`src/rtl/mdrb_pkg.sv`:
```
// ----------------------------------------------------------------------------
// mdrb_pkg
// Types and constants of the motor drive ramp and brake controller.
// ----------------------------------------------------------------------------
package mdrb_pkg;

  localparam int unsigned StickW = 9;
  localparam int unsigned LevelW = 8;
  localparam int unsigned TickW  = 5;
  localparam int unsigned ProdW  = StickW + LevelW;

  localparam logic [TickW-1:0] BRAKE_TICKS   = 5'd10;
  localparam logic [TickW-1:0] ROLLOUT_TICKS = 5'd20;

  typedef enum logic [1:0] {
    MODE_IDLE  = 2'd0,
    MODE_DRIVE = 2'd1,
    MODE_BRAKE = 2'd2
  } mode_e;

  typedef enum logic [1:0] {
    CMD_HOLD  = 2'd0,
    CMD_POWER = 2'd1,
    CMD_COAST = 2'd2,
    CMD_BRAKE = 2'd3
  } cmd_e;

  typedef enum logic [2:0] {
    REG_FWD_MAX_POWER  = 3'd0,
    REG_FWD_RAMP_START = 3'd1,
    REG_FWD_RAMP_STEP  = 3'd2,
    REG_REV_MAX_POWER  = 3'd3,
    REG_REV_RAMP_START = 3'd4,
    REG_REV_RAMP_STEP  = 3'd5,
    REG_BRAKE_LVL_FWD  = 3'd6,
    REG_BRAKE_LVL_REV  = 3'd7
  } reg_idx_e;

  typedef struct packed {
    logic [LevelW-1:0] fwd_max_power;
    logic [LevelW-1:0] fwd_ramp_start;
    logic [LevelW-1:0] fwd_ramp_step;
    logic [LevelW-1:0] rev_max_power;
    logic [LevelW-1:0] rev_ramp_start;
    logic [LevelW-1:0] rev_ramp_step;
    logic [LevelW-1:0] brake_level_fwd;
    logic [LevelW-1:0] brake_level_rev;
  } cfg_t;

  typedef struct packed {
    cmd_e              cmd;
    logic [LevelW-1:0] level;
    logic              rev;
  } res_t;

  // Power after scaling: floor(prod / 255), saturated to 255.
  // floor(x / 255) = (x + (x >> 8) + 1) >> 8 holds for all x up to 255 * 256.
  function automatic logic [LevelW-1:0] div255_sat(input logic [ProdW-1:0] prod);
    logic [ProdW:0]   sum;
    logic [ProdW-8:0] quo;
    sum = {1'b0, prod} + {9'd0, prod[ProdW-1:8]} + {{ProdW{1'b0}}, 1'b1};
    quo = sum[ProdW:8];
    div255_sat = (quo[ProdW-8:LevelW] != '0) ? {LevelW{1'b1}} : quo[LevelW-1:0];
  endfunction

endpackage

```
`src/rtl/mdrb_scale.sv`:
```
// ----------------------------------------------------------------------------
// mdrb_scale
// Stick magnitude times the maximum power of the stick's direction.
// ----------------------------------------------------------------------------
module mdrb_scale import mdrb_pkg::*; (
  input  logic [StickW-1:0] stick_i,
  input  cfg_t              cfg_i,
  output logic [ProdW-1:0]  prod_o
);

  logic [StickW-1:0] mag;
  logic [LevelW-1:0] max_pwr;

  // A stick of -256 gives a magnitude of 256, which still fits in nine bits.
  assign mag     = stick_i[StickW-1] ? (~stick_i + 9'd1) : stick_i;
  assign max_pwr = stick_i[StickW-1] ? cfg_i.rev_max_power : cfg_i.fwd_max_power;
  assign prod_o  = {{LevelW{1'b0}}, mag} * {{StickW{1'b0}}, max_pwr};

endmodule

```
`src/rtl/mdrb_ctrl.sv`:
```
// ----------------------------------------------------------------------------
// mdrb_ctrl
// Idle, drive and brake state machine with ramp, rollout and brake timing.
// ----------------------------------------------------------------------------
module mdrb_ctrl import mdrb_pkg::*; (
  input  logic              clk_i,
  input  logic              rst_ni,
  input  logic              fire_i,
  input  logic [StickW-1:0] stick_i,
  input  logic [ProdW-1:0]  prod_i,
  input  cfg_t              cfg_i,
  output res_t              res_o
);

  mode_e             mode_q, mode_d;
  logic [TickW-1:0]  tick_q, tick_d;
  logic [StickW-1:0] prev_q, prev_d;
  logic [LevelW-1:0] power_q, power_d;

  logic              jz, jpos, jneg, ppos, pneg, reversal;
  logic [LevelW-1:0] norm, start, step, ramp_pwr, drive_pwr;
  logic [LevelW:0]   ramp_sum;
  logic [TickW-1:0]  tick_inc;

  assign jz       = (stick_i == '0);
  assign jneg     = stick_i[StickW-1];
  assign jpos     = !jneg && !jz;
  assign pneg     = prev_q[StickW-1];
  assign ppos     = !pneg && (prev_q != '0);
  assign reversal = (jpos && pneg) || (jneg && ppos);

  assign norm     = div255_sat(prod_i);
  assign start    = jneg ? cfg_i.rev_ramp_start : cfg_i.fwd_ramp_start;
  assign step     = jneg ? cfg_i.rev_ramp_step  : cfg_i.fwd_ramp_step;
  assign ramp_sum = {1'b0, power_q} + {1'b0, step};
  assign ramp_pwr = ramp_sum[LevelW] ? {LevelW{1'b1}} : ramp_sum[LevelW-1:0];
  assign drive_pwr = (norm > start && norm > power_q) ? ramp_pwr : norm;
  assign tick_inc = tick_q + 5'd1;

  // Next state.
  always_comb begin
    mode_d  = mode_q;
    tick_d  = tick_q;
    prev_d  = prev_q;
    power_d = power_q;
    unique case (mode_q)
      MODE_IDLE: begin
        if (!jz) begin
          mode_d = MODE_DRIVE;
        end
      end
      MODE_DRIVE: begin
        if (reversal) begin
          tick_d  = '0;
          power_d = '0;
          mode_d  = MODE_BRAKE;
        end else if (!jz) begin
          power_d = drive_pwr;
          prev_d  = stick_i;
          tick_d  = '0;
        end else if (tick_q < ROLLOUT_TICKS) begin
          power_d = '0;
          tick_d  = tick_inc;
        end else begin
          prev_d  = '0;
          power_d = '0;
          mode_d  = MODE_IDLE;
        end
      end
      MODE_BRAKE: begin
        if (tick_q < BRAKE_TICKS) begin
          tick_d = tick_inc;
        end else if (jz) begin
          tick_d = '0;
          prev_d = '0;
          mode_d = MODE_IDLE;
        end
      end
      default: begin
        mode_d = MODE_IDLE;
      end
    endcase
  end

  // Result of the current tick.
  always_comb begin
    res_o = '{cmd: CMD_HOLD, level: '0, rev: 1'b0};
    unique case (mode_q)
      MODE_DRIVE: begin
        if (!reversal && !jz) begin
          res_o.cmd   = CMD_POWER;
          res_o.level = drive_pwr;
          res_o.rev   = jneg;
        end else if (!reversal && tick_q < ROLLOUT_TICKS) begin
          res_o.cmd = CMD_COAST;
        end
      end
      MODE_BRAKE: begin
        if (tick_q < BRAKE_TICKS) begin
          res_o.cmd   = CMD_BRAKE;
          res_o.level = pneg ? cfg_i.brake_level_rev : cfg_i.brake_level_fwd;
        end
      end
      default: begin
        res_o.cmd = CMD_HOLD;
      end
    endcase
  end

  always_ff @(posedge clk_i or negedge rst_ni) begin
    if (!rst_ni) begin
      mode_q  <= MODE_IDLE;
      tick_q  <= '0;
      prev_q  <= '0;
      power_q <= '0;
    end else if (fire_i) begin
      mode_q  <= mode_d;
      tick_q  <= tick_d;
      prev_q  <= prev_d;
      power_q <= power_d;
    end
  end

endmodule

```
`src/rtl/motor_drive_ramp_brake_fsm.sv`:
```
// ----------------------------------------------------------------------------
// motor_drive_ramp_brake_fsm
// H-bridge controller: one joystick word in, one bridge command word out.
// ----------------------------------------------------------------------------
// Channel   Handshake                  Payload
// in        in_valid_i / in_ready_o    stick_position_i
// out       out_valid_o / out_ready_i  bridge_command_o, bridge_level_o, reverse_dir_o
// cfg       cfg_valid_i / cfg_ready_o  cfg_index_i, cfg_data_i
//
// Each word passes an input register and a result register, one word per cycle
// sustained while the result is read. The multiply by the maximum power sits
// before the input register; the state machine update sits before the result
// register. A stalled result holds the result register and a full input
// register; cfg writes are always taken. Reset restores default tuning, idle.
// ----------------------------------------------------------------------------
module motor_drive_ramp_brake_fsm import mdrb_pkg::*; (
  input  logic              clk_i,
  input  logic              rst_ni,
  input  logic              in_valid_i,
  output logic              in_ready_o,
  input  logic [StickW-1:0] stick_position_i,
  output logic              out_valid_o,
  input  logic              out_ready_i,
  output logic [1:0]        bridge_command_o,
  output logic [LevelW-1:0] bridge_level_o,
  output logic              reverse_dir_o,
  input  logic              cfg_valid_i,
  output logic              cfg_ready_o,
  input  logic [2:0]        cfg_index_i,
  input  logic [LevelW-1:0] cfg_data_i
);

  cfg_t              cfg_q;
  logic              s1_valid_q, out_valid_q;
  logic [StickW-1:0] s1_stick_q;
  logic [ProdW-1:0]  s1_prod_q, prod;
  res_t              res, res_q;
  logic              advance, fire, in_fire;

  assign cfg_ready_o = 1'b1;

  always_ff @(posedge clk_i or negedge rst_ni) begin
    if (!rst_ni) begin
      cfg_q <= '{fwd_max_power: 8'd70, fwd_ramp_start: 8'd30, fwd_ramp_step: 8'd5,
                 rev_max_power: 8'd60, rev_ramp_start: 8'd30, rev_ramp_step: 8'd5,
                 brake_level_fwd: 8'd200, brake_level_rev: 8'd200};
    end else if (cfg_valid_i) begin
      unique case (reg_idx_e'(cfg_index_i))
        REG_FWD_MAX_POWER:  cfg_q.fwd_max_power   <= cfg_data_i;
        REG_FWD_RAMP_START: cfg_q.fwd_ramp_start  <= cfg_data_i;
        REG_FWD_RAMP_STEP:  cfg_q.fwd_ramp_step   <= cfg_data_i;
        REG_REV_MAX_POWER:  cfg_q.rev_max_power   <= cfg_data_i;
        REG_REV_RAMP_START: cfg_q.rev_ramp_start  <= cfg_data_i;
        REG_REV_RAMP_STEP:  cfg_q.rev_ramp_step   <= cfg_data_i;
        REG_BRAKE_LVL_FWD:  cfg_q.brake_level_fwd <= cfg_data_i;
        REG_BRAKE_LVL_REV:  cfg_q.brake_level_rev <= cfg_data_i;
        default:            cfg_q                 <= cfg_q;
      endcase
    end
  end

  // The whole pipe moves whenever the result register is free or being read.
  assign advance    = !out_valid_q || out_ready_i;
  assign fire       = s1_valid_q && advance;
  assign in_ready_o = !s1_valid_q || advance;
  assign in_fire    = in_valid_i && in_ready_o;

  mdrb_scale u_scale (
    .stick_i (stick_position_i),
    .cfg_i   (cfg_q),
    .prod_o  (prod)
  );

  mdrb_ctrl u_ctrl (
    .clk_i   (clk_i),
    .rst_ni  (rst_ni),
    .fire_i  (fire),
    .stick_i (s1_stick_q),
    .prod_i  (s1_prod_q),
    .cfg_i   (cfg_q),
    .res_o   (res)
  );

  always_ff @(posedge clk_i or negedge rst_ni) begin
    if (!rst_ni) begin
      s1_valid_q  <= 1'b0;
      out_valid_q <= 1'b0;
    end else begin
      if (in_fire) begin
        s1_valid_q <= 1'b1;
      end else if (fire) begin
        s1_valid_q <= 1'b0;
      end
      if (fire) begin
        out_valid_q <= 1'b1;
      end else if (out_ready_i) begin
        out_valid_q <= 1'b0;
      end
    end
  end

  always_ff @(posedge clk_i) begin
    if (in_fire) begin
      s1_stick_q <= stick_position_i;
      s1_prod_q  <= prod;
    end
    if (fire) begin
      res_q <= res;
    end
  end

  assign out_valid_o      = out_valid_q;
  assign bridge_command_o = res_q.cmd;
  assign bridge_level_o   = res_q.level;
  assign reverse_dir_o    = res_q.rev;

endmodule

```
`config.mk`:
```
export PLATFORM = sky130hd
export DESIGN_NAME = motor_drive_ramp_brake_fsm
export DESIGN_NICKNAME = d
export VERILOG_FILES = /design/src/rtl/mdrb_pkg.sv /design/src/rtl/mdrb_scale.sv /design/src/rtl/mdrb_ctrl.sv /design/src/rtl/motor_drive_ramp_brake_fsm.sv
export SDC_FILE = /design/constraint.sdc
export NUM_CORES = 1
export LEC_CHECK = 0
export BUFFER_PORTS_ARGS = -buffer_cell sky130_fd_sc_hd__buf_4
export CORE_MARGIN = 3
export CORE_UTILIZATION = 60
export DETAILED_ROUTE_END_ITERATION = 6
export PLACE_DENSITY = 0.78
export SYNTH_ARGS = -nofsm -noshare
export SYNTH_HDL_FRONTEND = slang
export SYNTH_HIERARCHICAL = 1
export SYNTH_SLANG_ARGS = --single-unit
```
`constraint.sdc`:
```
create_clock -name clk_i -period 13.15 [get_ports clk_i]
set_input_delay 1.315 -clock clk_i [delete_from_list [all_inputs] [get_ports clk_i]]
set_output_delay 1.315 -clock clk_i [all_outputs]
set_load 0.005 [all_outputs]
```
==> results of run 1 <==
stage by stage:
| stage | std cells | hold WS [ns] | setup WS [ns] | area (um^2) | total power [mW] |
|---|---|---|---|---|---|
| 5_1_grt | 1102 | 0.5130 | 6.580 | 10340 | 2.761 |
| 6_report | 1102 | 0.4848 | 6.815 | 10340 | 2.545 |
| 3_5_place_dp | 1070 | 0.4817 | 6.452 | 9746 | 2.059 |
| 2_1_floorplan | 868 | 0.4490 | 7.034 | 9325 | 1.715 |
| 3_3_place_gp | 1070 | 0.4648 | 6.586 | 9746 | 2.010 |
| 4_1_cts | 1102 | 0.4966 | 6.883 | 10340 | 2.543 |
report_power, final:
group	total (mW)	switching, mW	internal [mW]
logic	1.43	0.835	0.596
registers	0.650	0.0765	0.573
clock network	0.465	0.195	0.270
metal layers:
layer / vias to the layer above / share of wire, %
li1: 3196 / -
met1: 3344 / 46
met2: 253 / 46
met3: 34 / 6.1
met4: 0 / 1.7
met5: - / 0
cell usage in the layout (no fill, tap or decap), drive strengths merged, types with 7 or more instances in the layout:
cell type  instances
nor2              87
xor2               9
fa                43
mux2i             23
nand3             11
mux2              80
a31o               7
o31ai              8
xnor2             13
clkbuf            17
or2               11
nor3              10
dfrtp             65
buf               42
a22o               9
inv               89
nand2b            15
o211ai            10
edfxtp            37
ha                74
o21ai             22
nand2             58
dfstp             25
a21oi             30
nand4              9
Yosys cell counts (3+ instances only):
master / n / area, um^2
a31o_1: 3 / 26.28
nand2_1: 57 / 214.0
edfxtp_1: 37 / 1111
a221oi_1: 3 / 26.28
a22o_1: 9 / 78.83
o211ai_1: 9 / 67.56
o21ai_1: 3 / 15.01
nand3_1: 10 / 50.05
o31ai_1: 8 / 60.06
a31o_2: 4 / 35.03
nand4_1: 9 / 56.30
a211oi_1: 5 / 37.54
fa_1: 43 / 860.8
xnor2_1: 13 / 113.9
nor2_1: 87 / 326.6
nand4b_1: 3 / 26.28
o21a_1: 5 / 37.54
xor2_1: 9 / 78.83
nor4_1: 4 / 25.02
nor4bb_1: 4 / 40.04
nand2b_1: 15 / 93.84
and4_1: 5 / 43.79
mux2_2: 80 / 900.9
ha_1: 74 / 925.9
or2_1: 6 / 37.54
o41ai_1: 6 / 52.55
or2_2: 5 / 31.28
mux2i_1: 23 / 230.2
and3_1: 3 / 18.77
dfrtp_1: 65 / 1627
o21ai_0: 19 / 95.09
inv_1: 79 / 296.5
dfstp_2: 25 / 656.9
buf_2: 10 / 50.05
a211o_1: 3 / 26.28
nor2b_1: 6 / 37.54
a32o_1: 3 / 30.03
a21o_1: 5 / 37.54
a31oi_1: 6 / 37.54
and2_1: 3 / 18.77
a21oi_1: 29 / 145.1
nor3_1: 8 / 40.04
clkbuf_1: 9 / 33.78
cells by family (layout without fill, tap and decap cells):
| group | after synthesis | in the layout | share of synthesized area [%] |
|---|---|---|---|
| and+or+nand+nor | 247 | 247 | 13.94 |
| xor gates and xnor gates | 22 | 22 | 2.066 |
| AOI/OAI and AO/OA | 147 | 147 | 11.70 |
| DFF | 127 | 127 | 36.40 |
| adders and majority gates | 117 | 117 | 19.16 |
| muxes | 103 | 103 | 12.13 |
| buffers and inverters | 104 | 154 | 4.562 |
| other | 1 | 1 | 0.04021 |
final cells by class:
type / instances / area (um^2)
Timing Repair Buffer: 42 / 315.3
Multi-Input combinational cell: 637 / 5505
Clock buffer: 17 / 425.4
Clock inverter: 15 / 165.2
Fill cell: 1109 / 4528
Sequential cell: 127 / 3395
Inverter: 80 / 300.3
Tap cell: 184 / 230.2
registers in the layout, indices dropped and copies added, names as in the netlist:
signal / flops
cfg_q: 64
s1_prod_q: 17
s1_stick_q: 9
u_ctrl/prev_q: 9
bridge_level_o: 8
u_ctrl/power_q: 8
u_ctrl/tick_q: 5
bridge_command_o: 2
u_ctrl/mode_q: 2
out_valid_o: 1
reverse_dir_o: 1
s1_valid_q: 1
worst max path at each step:
| stage | endpoint | slack, ns | cells past startpoint |
|---|---|---|---|
| 2_1_floorplan | s1_prod_q[15]$_DFFE_PP_ | 7.03 | 18 |
| 3_3_place_gp | s1_prod_q[15]$_DFFE_PP_ | 6.59 | 19 |
| 3_5_place_dp | s1_prod_q[15]$_DFFE_PP_ | 6.45 | 19 |
| 4_1_cts | s1_prod_q[15]$_DFFE_PP_ | 6.88 | 19 |
| 5_1_grt | s1_prod_q[15]$_DFFE_PP_ | 6.58 | 19 |
| 6_report | s1_prod_q[15]$_DFFE_PP_ | 6.82 | 19 |
==> metrics.txt, run 1 <==
status finished, final reports clean; reg-to-reg startpoint cfg_q[34]$_DFFE_PN1P_; Endpoint, Worst Hold out_valid_o$_DFFE_PN0P_; Core ar. 0.01486 mm^2; hold-fix buffer count after cts 0; Final period util 48.17%; post-synthesis sequential area ratio a little over a third; Post-synth top flop dfrtp_1; die span in x 130.7 um; min-delay worst type flip-flop to flip-flop; WL final 21630 um; Syn. warnings 6; count of cell types in the netlist 87; DIE AREA between 0.015 and 0.02 mm^2; number of synthesized flops with an enable pin 37; Post-CTS Resized 0; Initial Util ~63%; Detailed Routing Iterations Pass 1 5; critical path endpoint category flip-flop; Chip Height ~130 um; startpoint type of the worst setup path input port; Bufs on Longest Clock Path 2; All-Layer GR Usage approximately a quarter; FF-to-FF setup slack between 7 and 8 ns; worst-skew pair later-pin latency about 0.42 ns; share of flip-flops with an asynchronous set or reset 70.87%; unrepaired setup endpoints after global routing false; Final setup viols 0; WHS Path Cells 1; Std-Cell Rows 44; Rel. slew slack 22.97%; DR WL/cell between 15 and 20 um; fin crit period 6.335 ns; initial drt markers 628; Num Clock Sinks roughly 130; FMAX between 0.15 and 0.2 GHz; max_cap viols 0; met2 Usage GRT approximately 41%; worst reg2reg path depth 15; layout cells sized above 1 22.77%; flops & latches, synth approximately 130; n_diodes 0; initial antenna violation count 0; post-route core utilization between 60% and 70%; Layout Nets about 1000; # port buffers 37; CTS buffer count 17; first-pass GRT wire length around 35000 um; CTS tree built; drt via density a little over 6; vias in the first global route ~6800; Post-Syn Area between 0.009 and 0.01 mm^2; reg2reg end s1_prod_q[15]$_DFFE_PP_; Gate Count Post-Synth 868; critical path's most frequent cell fa_1; area grow syn2layout 10.84%; final antenna-violating net count 0; slowest cell delay on critical path approximately 0.55 ns; gr busiest metal met2; Crit Path Class input port to flip-flop; Worst Setup SP stick_position_i[0]; H-tree depth 4; final hold violation count 0; clock root buffer clkbuf_16; setup tns final 0 ns; Post-Syn Nets 1010; clk slew on worst S/H paths 0.06 ns; routed vias approximately 7000; CP cell instances buf_4, clkinv_1, ha_1, nand2_1, nand2_1, xor2_1, nor2_1, fa_1, fa_1, fa_1, inv_1, fa_1, inv_1, ha_1, a21o_1, a31o_1, a21oi_2, or4b_1, o311ai_1; Pleak about 4.6 nW; DRC 0; routing usage on met1 around 38%; Overflow after GRT 0; post-DP HPWL approximately 17000 um; Critical Path Fanout Max 8; Final Skew 0.008318 ns; Slowest-stage cell, CP xor2_1; critical path required time between 10 and 15 ns; PD cells ~250 mW/mm^2; crit path DAT around 6.6 ns; I/O pin count 39; Slew Limit Fails 0; syn avg cell area 10.74 um^2; GR Util met3 under 10%; largest net degree at the start of global routing 75; Top Family by Delay on Critical Path adder cells; gpl congestion 0.9589; worst hold start s1_valid_q$_DFFE_PN0P_; Slew @ Worst Pin ~1.2 ns; Peak VDD IR between 0.1 and 0.15 mV; Post-CTS Setup Repair Bufs 0; Worst Path Buf+Inv 4
(Power assumes the default switching activity.)
==> run 2, diff against run 1 <==
Settings changed: ABC_AREA set to 1, CORE_UTILIZATION 60 to 57, PLACE_DENSITY 0.78 to 0.77.
Clock period 13.15 ns to 5.07 ns, I/O delays scaled along.
==> run 2 against run 1 <==
Compared with the run above:
- via count grew 25%
- combinational power up 85%
- die area is 13% higher
- core utilization down 4.4 points
- sequential cell count is the same
- worst hold slack lost 0.39 ns
- routed wire length increased by 11%
- power rose by 120%
- count of clock-buffer cells in the layout rose by 2
- final cell count up 45%
- critical path depth increased by 3
- register-to-register slack got worse by 7.4 ns
==> metrics.txt, run 2 <==
most common cell after layout, fill and taps aside nand2_1; clk slew on worst S/H paths roughly 0.06 ns; Switching Share between 40% and 50%; n_diodes 0; final antenna-violating net count 0; total power ~5.5 mW; CP cell instances buf_4, clkinv_1, ha_1, nand2_2, nand2_2, or2_1, nand2_2, inv_4, nor2_2, fa_1, fa_1, fa_1, inv_1, fa_1, inv_1, ha_1, a21oi_1, nand2_1, nand2_1, nand3_1, nand2_1, nand2_1; area grow syn2layout 9.496%; crit path DAT just under 5 ns; Slowest-stage cell, CP fa_1; slowest cell delay on critical path about 0.55 ns; Overflow after GRT 0; hold-fix buffer count after cts 0; post-route core utilization about two thirds; FF/Latch Area ~0.0034 mm^2; Worst Path Buf+Inv 5; clock root buffer clkbuf_16; most frequent cell after synthesis nand2_1; # port buffers 37; area of the multi-input gates roughly 0.0056 mm^2; critical path endpoint category flip-flop; largest net degree at the start of global routing 47; Gate Count Post-Synth about 1300; gpl congestion 0.9239; Post-CTS Setup Repair Bufs 0; drt via density ~5.4; Gate power share a little under half; PD cells roughly 500 mW/mm^2; worst-skew pair later-pin latency ~0.43 ns; initial antenna violation count 0; cell internal pwr between 3 and 4 mW; DRC 0; clock group share of total power 23.4%; Regs by FF count cfg_q (64), s1_prod_q (17); Switch Pwr roughly 2.4 mW; most frequent cells in the layout 484 x nand2_1, 190 x inv_1, 105 x nor2_1, 82 x nand3_1, 74 x ha_1; Yosys top cell area share a little under a fifth; Initial Util between 50 and 60%; Detailed Routing Iterations Pass 1 6; top post-synthesis cells by count 484 x nand2_1, 190 x inv_1, 105 x nor2_1; syn avg cell area approximately 7.6 um^2; Final setup viols 0; WL final about 24000 um; Post-Syn Area around 0.01 mm^2; number of synthesized flops with an enable pin 37; Final Skew 0.01568 ns; post-DP HPWL between 15000 and 20000 um; flops & latches, synth 127; CTS tree built; final hold violation count 0; max reg flops between 60 and 70; Chip Height 139.0 um; H-tree depth 4; Filler Cells Inserted 1469; Yosys top cell by area nand2_1; Slew Limit Fails 0; startpoint type of the worst setup path input port; die span in x ~140 um; Core ar. about 0.017 mm^2; Area contributors post-synth nand2_1 18%, dfrtp_1 16%, edfxtp_1 11%, ha_1 9.2%, fa_1 8.5%; Critical Path Fanout Max 5; DIE AREA just under 0.02 mm^2; hold slack 0.09212 ns; DR WL/cell 15.00 um; max_cap viols 0; Final period util 91.66%; Bufs on Longest Clock Path 2; vias in the first global route 8255; Layout Nets 1504; Crit Path Class input port to flip-flop; Post-CTS Resized 0; All-Layer GR Usage roughly a quarter; Top Family by Delay on Critical Path adder cells; Pleak about 6 nW; share of flip-flops with an asynchronous set or reset 70.87%; I/O pin count 39; fin crit period approximately 4.6 ns; Slew @ Worst Pin between 1 and 1.5 ns; critical path required time between 5 and 6 ns; status finished, final reports clean; unrepaired setup endpoints after global routing false; Num Clock Sinks around 130; Peak VDD IR approximately 0.35 mV; CTS buffer count 17; Post-synth top flop dfrtp_1; first-pass GRT wire length ~40000 um; layout cells sized above 1 between 10% and 20%; setup tns final 0 ns; initial drt markers 563; Syn. warnings 6; routed vias approximately 8500; FMAX between 0.2 and 0.25 GHz; Std-Cell Rows 47; Seq pwr share between 20% and 30%; Rel. slew slack between 20 and 30%; Post-Syn Nets around 1500; post-synthesis sequential area ratio around a third; min-delay worst type input port to async pin; Most flops, register cfg_q; count of cell types in the netlist between 40 and 50
-- run 2: changes by cell type in the layout (fill, tap and decap cells not counted), moves of 14 or more --
| cell | previous run | this run |
|---|---|---|
| nand2_1 | 57 | 484 |
| inv_1 | 79 | 190 |
| mux2_2 | 80 | 0 |
| nand3_1 | 10 | 82 |
| nor2_1 | 87 | 105 |
| a21oi_1 | 29 | 46 |
| mux2i_1 | 23 | 7 |
| nand2b_1 | 15 | 0 |
| o21ai_2 | 0 | 15 |
| o21ai_1 | 3 | 17 |
-- run 2: per-stage QoR --
step	cells	setup WS (ns)	area, um^2
CTS	1595	0.4828	11040
global placement	1563	0.1764	10410
finish	1595	0.4231	11040
global route	1595	0.1726	11040
floorplan	1322	0.3386	10080
detailed placement	1563	0.04519	10410
-- run 2: area by class of cell --
| cell class | instances | share of cell area [%] |
|---|---|---|
| Tap cell | 220 | 2.494 |
| Clock inverter | 13 | 1.440 |
| Multi-Input combinational cell | 966 | 50.98 |
| Timing Repair Buffer | 46 | 3.129 |
| Inverter | 204 | 6.995 |
| Clock buffer | 19 | 4.206 |
| Sequential cell | 127 | 30.76 |
-- run 2: path summary, 6_finish.rpt --
check | cells past startpoint | startpoint | slack, ns | endpoint
worst max-delay path | 22 | stick_position_i[0] | 0.42 | s1_prod_q[15]$_DFFE_PP_
worst min-delay path | 1 | rst_ni | 0.09 | u_ctrl/mode_q[0]$_DFFE_PN0P_
worst max register to register | 17 | cfg_q[62]$_DFFE_PN1P_ | 0.52 | s1_prod_q[15]$_DFFE_PP_
worst min register to register | 2 | cfg_q[58]$_DFFE_PN1P_ | 0.46 | cfg_q[58]$_DFFE_PN1P_
max in group asynchronous | 2 | rst_ni | 3.97 | cfg_q[35]$_DFFE_PN1P_
min in group clk_i | 1 | stick_position_i[7] | 0.28 | s1_stick_q[7]$_DFFE_PP_
-- run 2: cells by family after synthesis --
| group | Yosys count | synth area share, % |
|---|---|---|
| buffers and inverters | 229 | 10.50 |
| XOR/XNOR | 15 | 1.303 |
| adder cells (fa/ha/maj) | 117 | 17.73 |
| AO/OA/AOI/OAI | 93 | 5.598 |
| AND/OR/NAND/NOR | 733 | 30.46 |
| flip-flops | 127 | 33.68 |
| other | 1 | 0.03720 |
| multiplexers | 7 | 0.6952 |
-- run 2: power by group through the flow --
stage                     Combinational [mW]  Sequential, mW  Clock, mW
after floorplan                         2.02            1.53          0
after global placement                  2.52            1.58          0
after detailed placement                2.60            1.59          0
after CTS                               2.63            1.58       1.31
after global routing                    3.03            1.61       1.36
final                                   2.65            1.58       1.29
-- run 2: routing by layer --
layer	track usage (%)	vias to the layer above	wire length, um
met5	0	-	0
met4	7.209	0	457
met3	5.345	36	1418
met2	40.60	300	11360
met1	34.41	3997	10690
li1	-	4207	-
==> run 3, diff against run 2 <==
Settings changed: REMOVE_ABC_BUFFERS set to 1.
==> run 3 against run 2 <==
Compared with the run above:
- worst hold slack improved by 0.0062 ns
- combinational power is essentially flat
- register-to-register slack gained 0.05 ns
- critical path type unchanged
- largest power group unchanged
==> metrics.txt, run 3 (synthesis gave the netlist of run 2 again) <==
DIE AREA 0.01932 mm^2; n_diodes 0; CP cell instances buf_4, clkinv_1, ha_1, nand2_2, nand2_2, or2_1, nand2_2, nand2_1, fa_1, fa_1, inv_1, fa_1, inv_1, fa_1, inv_1, ha_1, nand2_1, nor2_1, nand2_1, nand3_1, nand2_1, nand3_1, nand2_1; critical path endpoint category flip-flop; Overflow after GRT 0; critical path required time ~5.3 ns; crit path DAT between 4 and 5 ns; Num Clock Sinks 127; area of the multi-input gates 0.005627 mm^2; I/O pin count 39; critical path depth 23; FF-to-FF setup slack approximately 0.57 ns; Slew @ Worst Pin between 1 and 1.5 ns; Critical Path Fanout Max 4; clk slew on worst S/H paths about 0.06 ns; routed vias 8538; area grow syn2layout 8.937%; CTS tree built; Pleak 5.839 nW; critical path's most frequent cell nand2_1; Filler Cells Inserted 1472; CP endpoint s1_prod_q[16]$_DFFE_PP_; Worst Setup SP stick_position_i[0]; Post-CTS Setup Repair Bufs 0; CTS buffer count 17; most common cell after layout, fill and taps aside nand2_1; largest net degree at the start of global routing 47; final worst setup slack roughly 0.47 ns; initial drt markers slightly above 800; first-pass GRT wire length approximately 40000 um; die span in x 139.0 um; Final Skew around 0.015 ns; Bufs on Longest Clock Path 2; Final period util between 90% and 100%; pre-CTS setup slack 0.03398 ns; Layout Nets between 1500 and 2000; vias in the first global route around 8000; Crit Path Class input port to flip-flop; gpl congestion 0.9382; FF/Latch Area around 0.0034 mm^2; drt via density around 5.4; Worst Path Buf+Inv 5; final hold violation count 0; final antenna-violating net count 0; min-delay worst type input port to async pin; reg-to-reg startpoint cfg_q[58]$_DFFE_PN1P_; initial antenna violation count 0; Slowest-stage cell, CP fa_1; H-tree depth 4; most frequent cells in the layout 484 x nand2_1, 190 x inv_1, 105 x nor2_1, 82 x nand3_1, 74 x ha_1; startpoint type of the worst setup path input port; Detailed Routing Iterations Pass 1 6; Slew Limit Fails 0; DR WL/cell 14.92 um; PD cells approximately 490 mW/mm^2; FMAX about 0.22 GHz; worst-skew pair later-pin latency around 0.42 ns; Regs by FF count cfg_q (64), s1_prod_q (17); Top Family by Delay on Critical Path adder cells; Post-DP Area 0.01041 mm^2; layout cells sized above 1 about 12%; reg2reg end s1_prod_q[16]$_DFFE_PP_; status finished, final reports clean; Post-CTS Resized 0; fin crit period approximately 4.6 ns; Peak VDD IR between 0.3 and 0.4 mV; # port buffers 37; Final setup viols 0; hold-fix buffer count after cts 0; worst reg2reg path depth 19; setup tns final 0 ns; unrepaired setup endpoints after global routing false; post-DP HPWL roughly 18000 um; DRC 0; Most flops, register cfg_q; Chip Height 139.0 um; All-Layer GR Usage between 20% and 30%; max reg flops 64; slowest cell delay on critical path 0.53 ns; Core ar. 0.01694 mm^2; WL final ~24000 um; Initial Util between 50% and 60%; Std-Cell Rows 47; max_cap viols 0; total power approximately 5.4 mW; fin area around 0.011 mm^2; clock root buffer clkbuf_16; Rel. slew slack around a quarter
run 3: changes by cell type in the layout (fill, tap and decap cells not counted):
cell       change
clkbuf_8       -1
bufinv_16      -1
inv_6          -3
clkinv_4       +1
clkbuf_16      -1
inv_8          +2
clkinv_2       +3
buf_4          -1
run 3: worst min-delay path by stage:
stage | from | to | slack, ns | cells past startpoint
2_1_floorplan | rst_ni | cfg_q[0]$_DFFE_PN0P_ | 0.21 | 0
3_3_place_gp | cfg_q[50]$_DFFE_PN1P_ | cfg_q[50]$_DFFE_PN1P_ | 0.45 | 2
3_5_place_dp | cfg_q[50]$_DFFE_PN1P_ | cfg_q[50]$_DFFE_PN1P_ | 0.45 | 2
4_1_cts | rst_ni | u_ctrl/tick_q[1]$_DFFE_PN0P_ | 0.12 | 1
5_1_grt | rst_ni | u_ctrl/tick_q[1]$_DFFE_PN0P_ | 0.13 | 1
6_report | rst_ni | u_ctrl/tick_q[4]$_DFFE_PN0P_ | 0.1 | 1
run 3: through the flow:
stage               utilization [%]  hold slack, ns  instances
floorplan                         -          0.2114       1297
global placement              61.44          0.4509       1562
detailed placement            61.44          0.4531       1562
CTS                           64.83          0.1176       1594
global route                  64.83          0.1347       1594
finish                        64.83         0.09828       1594
run 3: routing by layer:
layer,share of wire (%),vias to the layer above,track usage [%],wire (um)
met5,0,-,0,0
met4,2.0,0,7.415,487
met3,6.0,36,4.552,1428
met2,46,291,39.58,10920
met1,46,4008,35.89,10940
li1,-,4203,-,-
run 3: final cells by class:
class                   count  area share, %
well taps                 220          2.507
flip-flops and latches    127          30.91
inverters                 204          7.031
repair buffers             45          3.077
clock buffers              17          3.874
clock inverters            15          1.356
multi-input cells         966          51.24
run 3: power breakdown:
part           total, mW  switching, mW  leakage [nW]  internal, mW
Combinational       2.64           1.68          4.10         0.954
Sequential          1.58          0.182          1.45          1.40
Clock               1.21          0.516         0.290         0.693
Total               5.42           2.38          5.84          3.04
